## config.mk

```make
export PLATFORM = sky130hd
export DESIGN_NAME = harmonic_mean_window_filter
export DESIGN_NICKNAME = d
export VERILOG_FILES = /design/src/rtl/hmwf_pkg.sv /design/src/rtl/hmwf_div.sv /design/src/rtl/hmwf_dp.sv /design/src/rtl/hmwf_ctrl.sv /design/src/rtl/harmonic_mean_window_filter.sv
export SDC_FILE = /design/constraint.sdc
export NUM_CORES = 2
export LEC_CHECK = 0
export ABC_CLOCK_PERIOD_IN_PS = 9600
export BUFFER_PORTS_ARGS = -buffer_cell sky130_fd_sc_hd__buf_2
export CORE_MARGIN = 8
export CORE_UTILIZATION = 45
export CTS_CLUSTER_SIZE = 16
export DETAILED_ROUTE_END_ITERATION = 7
export SLEW_MARGIN = 20
export SYNTH_ARGS = -nofsm -noshare
export SYNTH_HDL_FRONTEND = slang
export SYNTH_HIERARCHICAL = 1
export SYNTH_SLANG_ARGS = --single-unit
```

## constraint.sdc

```tcl
create_clock -name aclk -period 9.6 [get_ports aclk]
set_input_delay 0 -clock aclk [delete_from_list [all_inputs] [get_ports aclk]]
set_output_delay 0 -clock aclk [all_outputs]
set_load 0.01 [all_outputs]
```

## src/rtl/hmwf_pkg.sv

```systemverilog
// Shared constants, codes and control types of the harmonic mean window filter.
`default_nettype none
package hmwf_pkg;

    localparam int TAPS     = 3;
    localparam int TAP_W    = 2;
    localparam int SAMPLE_W = 16;
    localparam int COEF_W   = 16;
    localparam int POS_W    = 12;
    localparam int SUM_W    = 32;
    localparam int BLEND_W  = 9;
    localparam int NUM_COEF = 5;
    localparam int ADDR_W   = 5;
    localparam int TDATA_W  = 128;

    localparam int DIV_NW   = 33;
    localparam int DIV_DW   = 35;
    localparam int DIV_CW   = 6;
    localparam int ACC_W    = 36;
    localparam int CRIT_W   = 42;

    localparam logic [2:0] REG_COEF_0 = 3'd0;
    localparam logic [2:0] REG_COEF_1 = 3'd1;
    localparam logic [2:0] REG_COEF_2 = 3'd2;
    localparam logic [2:0] REG_COEF_3 = 3'd3;
    localparam logic [2:0] REG_COEF_4 = 3'd4;
    localparam logic [2:0] REG_SPAN   = 3'd5;
    localparam logic [2:0] REG_BLEND  = 3'd6;

    localparam logic [COEF_W-1:0]  COEF_0_RST = 16'd16384;
    localparam logic [COEF_W-1:0]  COEF_1_RST = 16'd32768;
    localparam logic [COEF_W-1:0]  COEF_2_RST = 16'd16384;
    localparam logic [COEF_W-1:0]  COEF_3_RST = 16'd0;
    localparam logic [COEF_W-1:0]  COEF_4_RST = 16'd0;
    localparam logic [POS_W-1:0]   SPAN_RST   = 12'd100;
    localparam logic [BLEND_W-1:0] BLEND_RST  = 9'd128;
    localparam logic [BLEND_W-1:0] BLEND_MAX  = 9'd256;

    localparam logic [1:0] F_ZERO = 2'd0;
    localparam logic [1:0] F_SAT  = 2'd1;
    localparam logic [1:0] F_DIV  = 2'd2;

    localparam logic [1:0] DIV_TERM  = 2'd0;
    localparam logic [1:0] DIV_RECIP = 2'd1;
    localparam logic [1:0] DIV_MEAN  = 2'd2;

    typedef struct packed {
        logic             load;
        logic             div_start;
        logic [1:0]       div_sel;
        logic [TAP_W-1:0] tap;
        logic             sum_clear;
        logic             term_add;
        logic             accum;
        logic [1:0]       f_code;
        logic             p_sel;
        logic             crit_mul1;
        logic             crit_mul2;
        logic             out_load;
        logic             finish;
    } hmwf_cmd_t;

    typedef struct packed {
        logic has_prev;
        logic is_final;
        logic at_edge;
        logic win_zero;
        logic sum_zero;
        logic div_done;
    } hmwf_status_t;

endpackage
`default_nettype wire

```

## src/rtl/hmwf_div.sv

```systemverilog
// Shared restoring divider that produces one quotient bit per cycle.
`default_nettype none
module hmwf_div (
    input  wire logic                        aclk,
    input  wire logic                        aresetn,
    input  wire logic                        start,
    input  wire logic [hmwf_pkg::DIV_NW-1:0] dividend,
    input  wire logic [hmwf_pkg::DIV_DW-1:0] divisor,
    output logic      [hmwf_pkg::DIV_NW-1:0] quotient,
    output logic                             done
);
    import hmwf_pkg::*;

    logic              busy_reg, busy_next;
    logic              done_reg, done_next;
    logic [DIV_CW-1:0] cnt_reg, cnt_next;
    logic [DIV_DW-1:0] rem_reg, rem_next;
    logic [DIV_NW-1:0] quo_reg, quo_next;
    logic [DIV_DW-1:0] dsr_reg, dsr_next;
    logic [DIV_DW:0]   trial;
    logic              fits;

    assign trial = {rem_reg, quo_reg[DIV_NW-1]};
    assign fits  = trial >= {1'b0, dsr_reg};

    always_comb begin
        busy_next = busy_reg;
        done_next = 1'b0;
        cnt_next  = cnt_reg;
        rem_next  = rem_reg;
        quo_next  = quo_reg;
        dsr_next  = dsr_reg;
        if (start) begin
            busy_next = 1'b1;
            cnt_next  = DIV_CW'(DIV_NW);
            rem_next  = '0;
            quo_next  = dividend;
            dsr_next  = divisor;
        end else if (busy_reg) begin
            if (fits) begin
                rem_next = DIV_DW'(trial - {1'b0, dsr_reg});
            end else begin
                rem_next = trial[DIV_DW-1:0];
            end
            quo_next = {quo_reg[DIV_NW-2:0], fits};
            cnt_next = cnt_reg - 1'b1;
            if (cnt_reg == DIV_CW'(1)) begin
                busy_next = 1'b0;
                done_next = 1'b1;
            end
        end
    end

    always_ff @(posedge aclk) begin
        if (!aresetn) begin
            busy_reg <= 1'b0;
            done_reg <= 1'b0;
            cnt_reg  <= '0;
        end else begin
            busy_reg <= busy_next;
            done_reg <= done_next;
            cnt_reg  <= cnt_next;
        end
        rem_reg <= rem_next;
        quo_reg <= quo_next;
        dsr_reg <= dsr_next;
    end

    assign quotient = quo_reg;
    assign done     = done_reg;

`ifndef SYNTHESIS
    a_no_restart: assert property (@(posedge aclk) disable iff (!aresetn)
        start |-> !busy_reg) else $error("divider started while busy");
    a_done_after_busy: assert property (@(posedge aclk) disable iff (!aresetn)
        done_reg |-> $past(busy_reg)) else $error("divider done without work");
`endif

endmodule
`default_nettype wire

```

## src/rtl/hmwf_dp.sv

```systemverilog
// Datapath of the filter: registers, window, accumulators, divider and result register.
`default_nettype none
module hmwf_dp (
    input  wire logic                         aclk,
    input  wire logic                         aresetn,
    input  wire logic                         psel,
    input  wire logic                         penable,
    input  wire logic                         pwrite,
    input  wire logic [hmwf_pkg::ADDR_W-1:0]  paddr,
    input  wire logic [31:0]                  pwdata,
    output logic      [31:0]                  prdata,
    input  wire logic [hmwf_pkg::SAMPLE_W-1:0] s_tdata,
    input  wire hmwf_pkg::hmwf_cmd_t          cmd,
    output hmwf_pkg::hmwf_status_t            status,
    output logic      [hmwf_pkg::TDATA_W-1:0] out_tdata,
    output logic                              out_fault,
    output logic                              out_last
);
    import hmwf_pkg::*;

    logic        [COEF_W-1:0]   coef_reg [NUM_COEF];
    logic        [POS_W-1:0]    span_reg;
    logic        [BLEND_W-1:0]  blend_reg;
    logic signed [SAMPLE_W-1:0] win_reg [TAPS];
    logic        [POS_W-1:0]    idx_reg;
    logic signed [SAMPLE_W-1:0] prev_reg;
    logic        [SUM_W-1:0]    var_reg, var_next;
    logic        [SUM_W-1:0]    dev_reg, dev_next;
    logic signed [ACC_W-1:0]    sum_reg;
    logic                       neg_reg;
    logic        [CRIT_W-1:0]   crit_reg;
    logic        [TDATA_W-1:0]  tdata_reg, tdata_next;
    logic                       fault_reg;
    logic                       last_reg;

    logic        [POS_W-1:0]    p_val;
    logic        [TAP_W-1:0]    win_sel;
    logic signed [SAMPLE_W-1:0] tap_s;
    logic        [SAMPLE_W:0]   tap_mag;
    logic        [ACC_W-1:0]    sum_mag;
    logic        [DIV_NW-1:0]   div_n;
    logic        [DIV_DW-1:0]   div_d;
    logic                       div_neg;
    logic        [DIV_NW-1:0]   quo;
    logic                       div_done;
    logic        [ACC_W-1:0]    quo_ext;
    logic signed [SAMPLE_W-1:0] recip_f;
    logic signed [SAMPLE_W-1:0] f_val;
    logic signed [SAMPLE_W:0]   dv, dd;
    logic        [SAMPLE_W:0]   dv_abs, dd_abs;
    logic signed [SAMPLE_W-1:0] dev_ref;
    logic        [SUM_W:0]      var_add, dev_add;
    logic        [BLEND_W-1:0]  b_eff;
    logic        [CRIT_W-2:0]   prod;
    logic        [CRIT_W-9:0]   crit_shift;
    logic        [SUM_W-1:0]    crit_sat;
    logic                       cfg_wr;
    logic                       is_last;

    assign cfg_wr = psel && penable && pwrite;

    always_ff @(posedge aclk) begin
        if (!aresetn) begin
            coef_reg[0] <= COEF_0_RST;
            coef_reg[1] <= COEF_1_RST;
            coef_reg[2] <= COEF_2_RST;
            coef_reg[3] <= COEF_3_RST;
            coef_reg[4] <= COEF_4_RST;
            span_reg    <= SPAN_RST;
            blend_reg   <= BLEND_RST;
        end else if (cfg_wr) begin
            unique case (paddr[ADDR_W-1:2])
                REG_COEF_0: coef_reg[0] <= pwdata[COEF_W-1:0];
                REG_COEF_1: coef_reg[1] <= pwdata[COEF_W-1:0];
                REG_COEF_2: coef_reg[2] <= pwdata[COEF_W-1:0];
                REG_COEF_3: coef_reg[3] <= pwdata[COEF_W-1:0];
                REG_COEF_4: coef_reg[4] <= pwdata[COEF_W-1:0];
                REG_SPAN:   span_reg    <= pwdata[POS_W-1:0];
                REG_BLEND:  blend_reg   <= pwdata[BLEND_W-1:0];
                default: ;
            endcase
        end
    end

    always_comb begin
        unique case (paddr[ADDR_W-1:2])
            REG_COEF_0: prdata = 32'(coef_reg[0]);
            REG_COEF_1: prdata = 32'(coef_reg[1]);
            REG_COEF_2: prdata = 32'(coef_reg[2]);
            REG_COEF_3: prdata = 32'(coef_reg[3]);
            REG_COEF_4: prdata = 32'(coef_reg[4]);
            REG_SPAN:   prdata = 32'(span_reg);
            REG_BLEND:  prdata = 32'(blend_reg);
            default:    prdata = '0;
        endcase
    end

    // Status toward the controller.
    assign p_val = cmd.p_sel ? idx_reg : idx_reg - 1'b1;
    assign status.has_prev = idx_reg != '0;
    assign status.is_final = idx_reg == span_reg;
    assign status.at_edge  = (p_val == '0) || (p_val >= span_reg);
    assign status.win_zero = (win_reg[0] == '0) || (win_reg[1] == '0) || (win_reg[2] == '0);
    assign status.sum_zero = sum_reg == '0;
    assign status.div_done = div_done;

    // Divider operand selection.
    assign win_sel = TAP_W'(TAPS - 1) - cmd.tap;
    assign tap_s   = win_reg[win_sel];
    assign tap_mag = tap_s[SAMPLE_W-1] ? (SAMPLE_W+1)'(-{tap_s[SAMPLE_W-1], tap_s})
                                       : {1'b0, tap_s};
    assign sum_mag = sum_reg[ACC_W-1] ? ACC_W'(-sum_reg) : ACC_W'(sum_reg);

    always_comb begin
        case (cmd.div_sel)
            DIV_TERM: begin
                div_n   = {1'b0, coef_reg[3'(cmd.tap)], 16'd0};
                div_d   = DIV_DW'(tap_mag);
                div_neg = tap_s[SAMPLE_W-1];
            end
            DIV_RECIP: begin
                div_n   = {1'b1, 32'd0};
                div_d   = sum_mag[DIV_DW-1:0];
                div_neg = sum_reg[ACC_W-1];
            end
            default: begin
                div_n   = {1'b0, dev_reg};
                div_d   = (span_reg == '0) ? DIV_DW'(1) : DIV_DW'(span_reg);
                div_neg = 1'b0;
            end
        endcase
    end

    hmwf_div u_div (
        .aclk     (aclk),
        .aresetn  (aresetn),
        .start    (cmd.div_start),
        .dividend (div_n),
        .divisor  (div_d),
        .quotient (quo),
        .done     (div_done)
    );

    // Result value and error measures.
    assign quo_ext = ACC_W'(quo);

    always_comb begin
        if (!neg_reg) begin
            recip_f = (quo > DIV_NW'(32767)) ? 16'sd32767 : $signed(quo[SAMPLE_W-1:0]);
        end else begin
            recip_f = (quo > DIV_NW'(32768)) ? -16'sd32768
                                             : $signed(SAMPLE_W'(0) - quo[SAMPLE_W-1:0]);
        end
        case (cmd.f_code)
            F_SAT:   f_val = 16'sd32767;
            F_DIV:   f_val = recip_f;
            default: f_val = '0;
        endcase
    end

    assign dev_ref = cmd.p_sel ? win_reg[0] : win_reg[1];
    assign dv      = {f_val[SAMPLE_W-1], f_val} - {prev_reg[SAMPLE_W-1], prev_reg};
    assign dd      = {f_val[SAMPLE_W-1], f_val} - {dev_ref[SAMPLE_W-1], dev_ref};
    assign dv_abs  = dv[SAMPLE_W] ? (SAMPLE_W+1)'(-dv) : dv;
    assign dd_abs  = dd[SAMPLE_W] ? (SAMPLE_W+1)'(-dd) : dd;
    assign var_add = {1'b0, var_reg} + (SUM_W+1)'(dv_abs);
    assign dev_add = {1'b0, dev_reg} + (SUM_W+1)'(dd_abs);
    assign var_next = var_add[SUM_W] ? '1 : var_add[SUM_W-1:0];
    assign dev_next = dev_add[SUM_W] ? '1 : dev_add[SUM_W-1:0];

    assign b_eff = (blend_reg > BLEND_MAX) ? BLEND_MAX : blend_reg;
    always_comb begin
        if (cmd.crit_mul1) begin
            prod = (CRIT_W-1)'(b_eff) * (CRIT_W-1)'(var_reg);
        end else begin
            prod = (CRIT_W-1)'(BLEND_MAX - b_eff) * (CRIT_W-1)'(quo[SUM_W-1:0]);
        end
    end
    assign crit_shift = crit_reg[CRIT_W-1:8];
    assign crit_sat   = (crit_shift[CRIT_W-9:SUM_W] != '0) ? '1 : crit_shift[SUM_W-1:0];
    assign is_last    = status.is_final && cmd.p_sel;

    always_comb begin
        tdata_next                  = '0;
        tdata_next[POS_W-1:0]       = p_val;
        tdata_next[27:POS_W]        = f_val;
        if (is_last) begin
            tdata_next[59:28]  = var_reg;
            tdata_next[91:60]  = quo[SUM_W-1:0];
            tdata_next[123:92] = crit_sat;
        end
    end

    always_ff @(posedge aclk) begin
        if (!aresetn) begin
            for (int t = 0; t < TAPS; t++) begin
                win_reg[t] <= '0;
            end
            idx_reg   <= '0;
            prev_reg  <= '0;
            var_reg   <= '0;
            dev_reg   <= '0;
            fault_reg <= 1'b0;
            last_reg  <= 1'b0;
        end else begin
            if (cmd.load) begin
                for (int t = TAPS - 1; t > 0; t--) begin
                    win_reg[t] <= win_reg[t-1];
                end
                win_reg[0] <= $signed(s_tdata);
            end
            if (cmd.accum) begin
                var_reg  <= var_next;
                dev_reg  <= dev_next;
                prev_reg <= f_val;
            end
            if (cmd.out_load) begin
                fault_reg <= cmd.f_code == F_SAT;
                last_reg  <= is_last;
            end
            if (cmd.finish) begin
                if (status.is_final) begin
                    idx_reg  <= '0;
                    prev_reg <= '0;
                    var_reg  <= '0;
                    dev_reg  <= '0;
                end else begin
                    idx_reg <= idx_reg + 1'b1;
                end
            end
        end
        if (cmd.div_start) begin
            neg_reg <= div_neg;
        end
        if (cmd.sum_clear) begin
            sum_reg <= '0;
        end else if (cmd.term_add) begin
            sum_reg <= neg_reg ? sum_reg - $signed(quo_ext) : sum_reg + $signed(quo_ext);
        end
        if (cmd.crit_mul1) begin
            crit_reg <= CRIT_W'(prod);
        end else if (cmd.crit_mul2) begin
            crit_reg <= crit_reg + CRIT_W'(prod);
        end
        if (cmd.out_load) begin
            tdata_reg <= tdata_next;
        end
    end

    assign out_tdata = tdata_reg;
    assign out_fault = fault_reg;
    assign out_last  = last_reg;

endmodule
`default_nettype wire

```

## src/rtl/hmwf_ctrl.sv

```systemverilog
// Controller state machine that sequences the datapath and the result handshake.
`default_nettype none
module hmwf_ctrl (
    input  wire logic                   aclk,
    input  wire logic                   aresetn,
    input  wire logic                   s_tvalid,
    output logic                        s_tready,
    output logic                        m_tvalid,
    input  wire logic                   m_tready,
    input  wire hmwf_pkg::hmwf_status_t status,
    output hmwf_pkg::hmwf_cmd_t         cmd
);
    import hmwf_pkg::*;

    localparam logic [3:0] S_IDLE    = 4'd0;
    localparam logic [3:0] S_PLAN    = 4'd1;
    localparam logic [3:0] S_CHECK   = 4'd2;
    localparam logic [3:0] S_TERM    = 4'd3;
    localparam logic [3:0] S_TERM_W  = 4'd4;
    localparam logic [3:0] S_RECIP   = 4'd5;
    localparam logic [3:0] S_RECIP_W = 4'd6;
    localparam logic [3:0] S_ACCUM   = 4'd7;
    localparam logic [3:0] S_MEAN    = 4'd8;
    localparam logic [3:0] S_MEAN_W  = 4'd9;
    localparam logic [3:0] S_CRIT1   = 4'd10;
    localparam logic [3:0] S_CRIT2   = 4'd11;
    localparam logic [3:0] S_EMIT    = 4'd12;
    localparam logic [3:0] S_FINISH  = 4'd13;

    logic [3:0]       state_reg, state_next;
    logic [TAP_W-1:0] tap_reg, tap_next;
    logic             p_sel_reg, p_sel_next;
    logic [1:0]       f_code_reg, f_code_next;
    logic             out_valid_reg, out_valid_next;

    always_comb begin
        state_next  = state_reg;
        tap_next    = tap_reg;
        p_sel_next  = p_sel_reg;
        f_code_next = f_code_reg;
        cmd         = '0;
        cmd.tap     = tap_reg;
        cmd.p_sel   = p_sel_reg;
        cmd.f_code  = f_code_reg;
        unique case (state_reg)
            S_IDLE: begin
                if (s_tvalid) begin
                    cmd.load   = 1'b1;
                    state_next = S_PLAN;
                end
            end
            S_PLAN: begin
                if (status.has_prev) begin
                    p_sel_next = 1'b0;
                    state_next = S_CHECK;
                end else if (status.is_final) begin
                    p_sel_next = 1'b1;
                    state_next = S_CHECK;
                end else begin
                    state_next = S_FINISH;
                end
            end
            S_CHECK: begin
                if (status.at_edge) begin
                    f_code_next = F_ZERO;
                    state_next  = S_ACCUM;
                end else if (status.win_zero) begin
                    f_code_next = F_SAT;
                    state_next  = S_ACCUM;
                end else begin
                    cmd.sum_clear = 1'b1;
                    tap_next      = '0;
                    state_next    = S_TERM;
                end
            end
            S_TERM: begin
                cmd.div_start = 1'b1;
                cmd.div_sel   = DIV_TERM;
                state_next    = S_TERM_W;
            end
            S_TERM_W: begin
                if (status.div_done) begin
                    cmd.term_add = 1'b1;
                    if (tap_reg == TAP_W'(TAPS - 1)) begin
                        state_next = S_RECIP;
                    end else begin
                        tap_next   = tap_reg + 1'b1;
                        state_next = S_TERM;
                    end
                end
            end
            S_RECIP: begin
                if (status.sum_zero) begin
                    f_code_next = F_SAT;
                    state_next  = S_ACCUM;
                end else begin
                    cmd.div_start = 1'b1;
                    cmd.div_sel   = DIV_RECIP;
                    state_next    = S_RECIP_W;
                end
            end
            S_RECIP_W: begin
                if (status.div_done) begin
                    f_code_next = F_DIV;
                    state_next  = S_ACCUM;
                end
            end
            S_ACCUM: begin
                cmd.accum = 1'b1;
                if (status.is_final && p_sel_reg) begin
                    state_next = S_MEAN;
                end else begin
                    state_next = S_EMIT;
                end
            end
            S_MEAN: begin
                cmd.div_start = 1'b1;
                cmd.div_sel   = DIV_MEAN;
                state_next    = S_MEAN_W;
            end
            S_MEAN_W: begin
                if (status.div_done) begin
                    state_next = S_CRIT1;
                end
            end
            S_CRIT1: begin
                cmd.crit_mul1 = 1'b1;
                state_next    = S_CRIT2;
            end
            S_CRIT2: begin
                cmd.crit_mul2 = 1'b1;
                state_next    = S_EMIT;
            end
            S_EMIT: begin
                if (!out_valid_reg || m_tready) begin
                    cmd.out_load = 1'b1;
                    if (!p_sel_reg && status.is_final) begin
                        p_sel_next = 1'b1;
                        state_next = S_CHECK;
                    end else begin
                        state_next = S_FINISH;
                    end
                end
            end
            S_FINISH: begin
                cmd.finish = 1'b1;
                state_next = S_IDLE;
            end
            default: begin
                state_next = S_IDLE;
            end
        endcase
    end

    always_comb begin
        out_valid_next = out_valid_reg;
        if (cmd.out_load) begin
            out_valid_next = 1'b1;
        end else if (m_tready) begin
            out_valid_next = 1'b0;
        end
    end

    always_ff @(posedge aclk) begin
        if (!aresetn) begin
            state_reg     <= S_IDLE;
            tap_reg       <= '0;
            p_sel_reg     <= 1'b0;
            f_code_reg    <= F_ZERO;
            out_valid_reg <= 1'b0;
        end else begin
            state_reg     <= state_next;
            tap_reg       <= tap_next;
            p_sel_reg     <= p_sel_next;
            f_code_reg    <= f_code_next;
            out_valid_reg <= out_valid_next;
        end
    end

    assign s_tready = state_reg == S_IDLE;
    assign m_tvalid = out_valid_reg;

`ifndef SYNTHESIS
    a_no_overwrite: assert property (@(posedge aclk) disable iff (!aresetn)
        cmd.out_load |-> (!out_valid_reg || m_tready))
        else $error("result register overwritten before transfer");
    a_accept_starts: assert property (@(posedge aclk) disable iff (!aresetn)
        (s_tvalid && s_tready) |=> (state_reg == S_PLAN))
        else $error("accepted sample did not start processing");
`endif

endmodule
`default_nettype wire

```

## src/rtl/harmonic_mean_window_filter.sv

```systemverilog
// An edge or zero-sample position shows its result without any division; an interior
// position runs each of the three tap divisions and then the reciprocal on the shared
// 33-bit divider, one after another (a zero sum skips the reciprocal division).
// A new sample is taken only after the controller has finished with the previous one;
// the final sample adds the mean division and the blend.
// Reset is synchronous and active low; it restores register defaults and clears state.
`default_nettype none
module harmonic_mean_window_filter (
    input  wire logic                                 aclk,
    input  wire logic                                 aresetn,
    input  wire logic                                 s_tvalid,
    output logic                                      s_tready,
    input  wire logic [hmwf_pkg::SAMPLE_W-1:0]        s_tdata,  // sample
    output logic                                      m_tvalid,
    input  wire logic                                 m_tready,
    // position, filtered, total_variation, mean_deviation, criterion, zero fill
    output logic      [hmwf_pkg::TDATA_W-1:0]         m_tdata,
    output logic                                      m_tuser,  // div_fault
    output logic                                      m_tlast,
    input  wire logic                                 psel,
    input  wire logic                                 penable,
    input  wire logic                                 pwrite,
    input  wire logic [hmwf_pkg::ADDR_W-1:0]          paddr,
    input  wire logic [31:0]                          pwdata,
    output logic      [31:0]                          prdata,
    output logic                                      pready
);
    import hmwf_pkg::*;

    hmwf_cmd_t    cmd;
    hmwf_status_t status;

    assign pready = 1'b1;

    hmwf_ctrl u_ctrl (
        .aclk     (aclk),
        .aresetn  (aresetn),
        .s_tvalid (s_tvalid),
        .s_tready (s_tready),
        .m_tvalid (m_tvalid),
        .m_tready (m_tready),
        .status   (status),
        .cmd      (cmd)
    );

    hmwf_dp u_dp (
        .aclk      (aclk),
        .aresetn   (aresetn),
        .psel      (psel),
        .penable   (penable),
        .pwrite    (pwrite),
        .paddr     (paddr),
        .pwdata    (pwdata),
        .prdata    (prdata),
        .s_tdata   (s_tdata),
        .cmd       (cmd),
        .status    (status),
        .out_tdata (m_tdata),
        .out_fault (m_tuser),
        .out_last  (m_tlast)
    );

endmodule
`default_nettype wire

```

==> summary.txt <==
Status
  • Outcome: completed

Worst setup path
  • Setup CP Type: register to register
  • Slowest cell delay on critical path: 540 ps
  • Maximum net fanout on the critical path: 26
  • Slowest-stage cell, CP: fa_1
  • Cell mode on critical path: fa_1
  • CP Capture Type: register
  • Crit start category: register
  • CP arrival: 9440 ps
  • Req. time, crit path: 9970 ps
  • Setup crit start: u_dp/blend_reg[2]
  • Reg2reg start: u_dp/blend_reg[2]

Timing
  • Setup Viol. Count Final: 0
  • Slew @ Worst Pin: 1120 ps
  • Fin. max-slew vios: 0
  • Post-layout min period: 9070 ps
  • Maximum clock rate: 110 MHz
  • Layout Skew: 27.8 ps
  • Final Cycle Share: 0.945
  • Final hold vios: 0
  • Worst hold slack: 132 ps
  • Max transition margin: 0.248
  • Setup TNS: 0 ps

Routing
  • Drt wl/cell: 21.0 um
  • Drt total wl: 166 mm
  • DRC: 0
  • Pre-antenna DRT Iters: 6
  • Vias per cell: 5.68
  • Detail Route Antenna Nets: 0
  • Via count: 44840
  • Drt first-iter violations: 3733

Global routing
  • Grt total ovfl: 0
  • First-pass GRT wire length: 258 mm
  • GRT Resource Usage Total: 0.239
  • Vias in the first global route: 44958
  • Antenna violations before repair: 18
  • Largest net degree at the start of global routing: 99

Worst hold path
  • Hold Startpoint: penable
  • Worst Hold Class: primary input to register

CTS
  • Worst-skew pair later-pin latency: 670 ps
  • CTS sink cnt: 567
  • CTS Buffer Depth: 3
  • TritonCTS clock tree: built
  • Clock slew at reported path FFs: 60 ps
  • CTS buffer count: 71
  • Number of H-tree levels: 3
  • Clock root cell: clkbuf_16

Pwr
  • Pwr dens: 297 mW/mm^2
  • Seq pwr share: 0.212
  • Sw Ratio: 0.465
  • Clock group share of total power: 0.153
  • Tot Pwr: 0.0182 W
  • Internal power: 0.00974 W
  • Comb power frac: 0.635
  • Leak pwr: 27.1 nW
  • Sw power: 0.00848 W
  • Maximum vdd drop: 0.258 mV

Placement
  • Port bufs: 185
  • Placed insts: 7715
  • Dpl hpwl: 125 mm
  • Post-DP Area: 0.0583 mm^2
  • Final RePlAce weighted congestion: 0.886

Floorplanning
  • Core Rows: 129
  • Initial Utilization: 0.452
  • Ports: 225
  • Die height: 368 um
  • Die area: 0.135 mm^2
  • Die X: 368 um
  • Core area: 0.123 mm^2

Synth
  • Flip-flop and latch count after synthesis: 567
  • Synth Flop Type: edfxtp_1
  • Mapped Area: 0.0557 mm^2
  • Post-Syn Instances: 6105
  • Mean Syn Cell Area: 9.13 um^2
  • Synth cell types: 112
  • Total number of yosys warnings: 6
  • EDFF count, synth: 362
  • FFs w/ async S/R, synth: 0
  • Sequential share of the synthesized area: 0.269

Final layout
  • Max reg flops: 124
  • Layout Nets: 7087
  • Layout cells sized above 1: 0.0968
  • Final Cell Area: 0.0613 mm^2
  • Non-filler cells, final: 7889
  • Layout fillers: 11597
  • Layout area overhead: 9.93%

Flow run
  • Max-Cap Viols: 0
[cell usage after synthesis (all sizes together), types with 34 or more instances]
| cell type | n | area (um^2) |
|---|---|---|
| nand4 | 46 | 288 |
| clkbuf | 290 | 1090 |
| nor3 | 86 | 445 |
| xor2 | 169 | 1480 |
| a31oi | 43 | 269 |
| a21o | 106 | 796 |
| nor4 | 41 | 275 |
| and3 | 154 | 963 |
| and2 | 210 | 1310 |
| inv | 666 | 2500 |
| nand2b | 52 | 340 |
| mux2i | 137 | 1370 |
| nand3 | 78 | 400 |
| nor2b | 72 | 450 |
| edfxtp | 362 | 10900 |
| a211oi | 61 | 473 |
| ha | 374 | 4680 |
| a21oi | 294 | 1490 |
| o21a | 75 | 563 |
| buf | 78 | 459 |
| nand2 | 720 | 2710 |
| mux2 | 52 | 586 |
| xnor2 | 201 | 1760 |
| nor2 | 339 | 1270 |
| fa | 457 | 9150 |
| o21ai | 269 | 1360 |
| o21bai | 34 | 255 |
| dfxtp | 205 | 4100 |
[kinds of logic (layout without fill, tap and decap cells)]
| group | count (synthesis) | in the layout | share of synthesized area |
|---|---|---|---|
| other | 3 | 54 | 0.000202 |
| AOI/OAI and AO/OA | 1168 | 1168 | 0.138 |
| and+or+nand+nor | 1911 | 1911 | 0.167 |
| adders and majority gates | 831 | 831 | 0.248 |
| muxes | 218 | 218 | 0.0468 |
| buffers and inverters | 1037 | 1133 | 0.0728 |
| xor gates and xnor gates | 370 | 370 | 0.0581 |
| DFF | 567 | 567 | 0.269 |
[critical path: cells and delay by family (launching register included)]
| family | cells | cell delay, ps |
|---|---|---|
| mux | 2 | 630 |
| flops | 1 | 430 |
| fa+ha+maj | 7 | 3290 |
| simple gates | 7 | 1130 |
| buf+inv | 4 | 410 |
| xor+xnor | 1 | 200 |
| compound gates | 13 | 2640 |
[repair_timing]
item                       4_1_cts  5_1_grt
buffers inserted                 0        3
resized for setup                0       23
setup endpoints to repair        0       10
hold endpoints to repair       120        0
hold buffers                    42        0
[power groups by stage]
stage	Sequential, W	Clock, W	Combinational (W)
after floorplan	0.00362	0	0.00882
after global placement	0.00389	0	0.0112
after detailed placement	0.00389	0	0.0113
after CTS	0.00385	0.00285	0.0114
after global routing	0.00390	0.00294	0.0129
final	0.00386	0.00279	0.0116
[cells in the final DEF, fill, tap and decap left out, types with 29 or more instances in the layout]
cell,instances
nor2b_1,64
a211oi_1,56
nor4_1,37
xnor2_1,197
nand2b_1,49
nor2_1,332
clkbuf_16,73
conb_1,53
buf_4,109
mux4_2,29
and2_1,210
a31oi_1,42
and3_1,154
mux2_2,52
inv_1,666
xor2_1,167
a21o_1,106
mux2i_1,137
o21bai_1,33
nor3_1,80
ha_1,373
fa_1,457
a21oi_1,289
edfxtp_1,362
buf_2,184
nand3_1,75
nand4_1,46
nand2_1,718
o21a_1,75
dlygate4sd3_1,42
dfxtp_1,200
o21ai_0,246
[through the flow]
step | worst slack (ps) | utilization
detailed placement | 230 | 0.473
global route | -11.4 | 0.497
CTS | 134 | 0.496
global placement | 378 | 0.473
floorplan | 744 | -
finish | 528 | 0.497
[routing by layer]
| layer | routed length, um | up-vias | share of wire | GRT usage |
|---|---|---|---|---|
| li1 | - | 20925 | - | - |
| met1 | 73100 | 22128 | 0.44 | 0.331 |
| met2 | 73600 | 1522 | 0.44 | 0.374 |
| met3 | 13400 | 265 | 0.081 | 0.0479 |
| met4 | 5430 | 0 | 0.033 | 0.0819 |
| met5 | 0 | - | 0 | 0 |
[worst paths after layout]
path | slack [ps] | cells past startpoint | end
hold reg to reg | 480 | 2 | u_dp/u_div/rem_reg[30]
setup / recovery | 530 | 34 | u_dp/crit_reg[40]
hold / removal | 130 | 4 | u_dp/coef_reg[1][9]
setup reg to reg | 530 | 34 | u_dp/crit_reg[40]
[area by class of cell]
cell class              instances  area [um^2]  share of cell area
diodes                          1         2.50           0.0000408
clock buffers                  95         1980              0.0323
clock inverters                33          412             0.00672
inverters                     669         2510              0.0410
multi-input cells            4551        37200               0.607
flip-flops and latches        567        15000               0.245
well taps                    1637         2050              0.0334
repair buffers                336         2170              0.0354
Power figures use the tool's default switching activity.
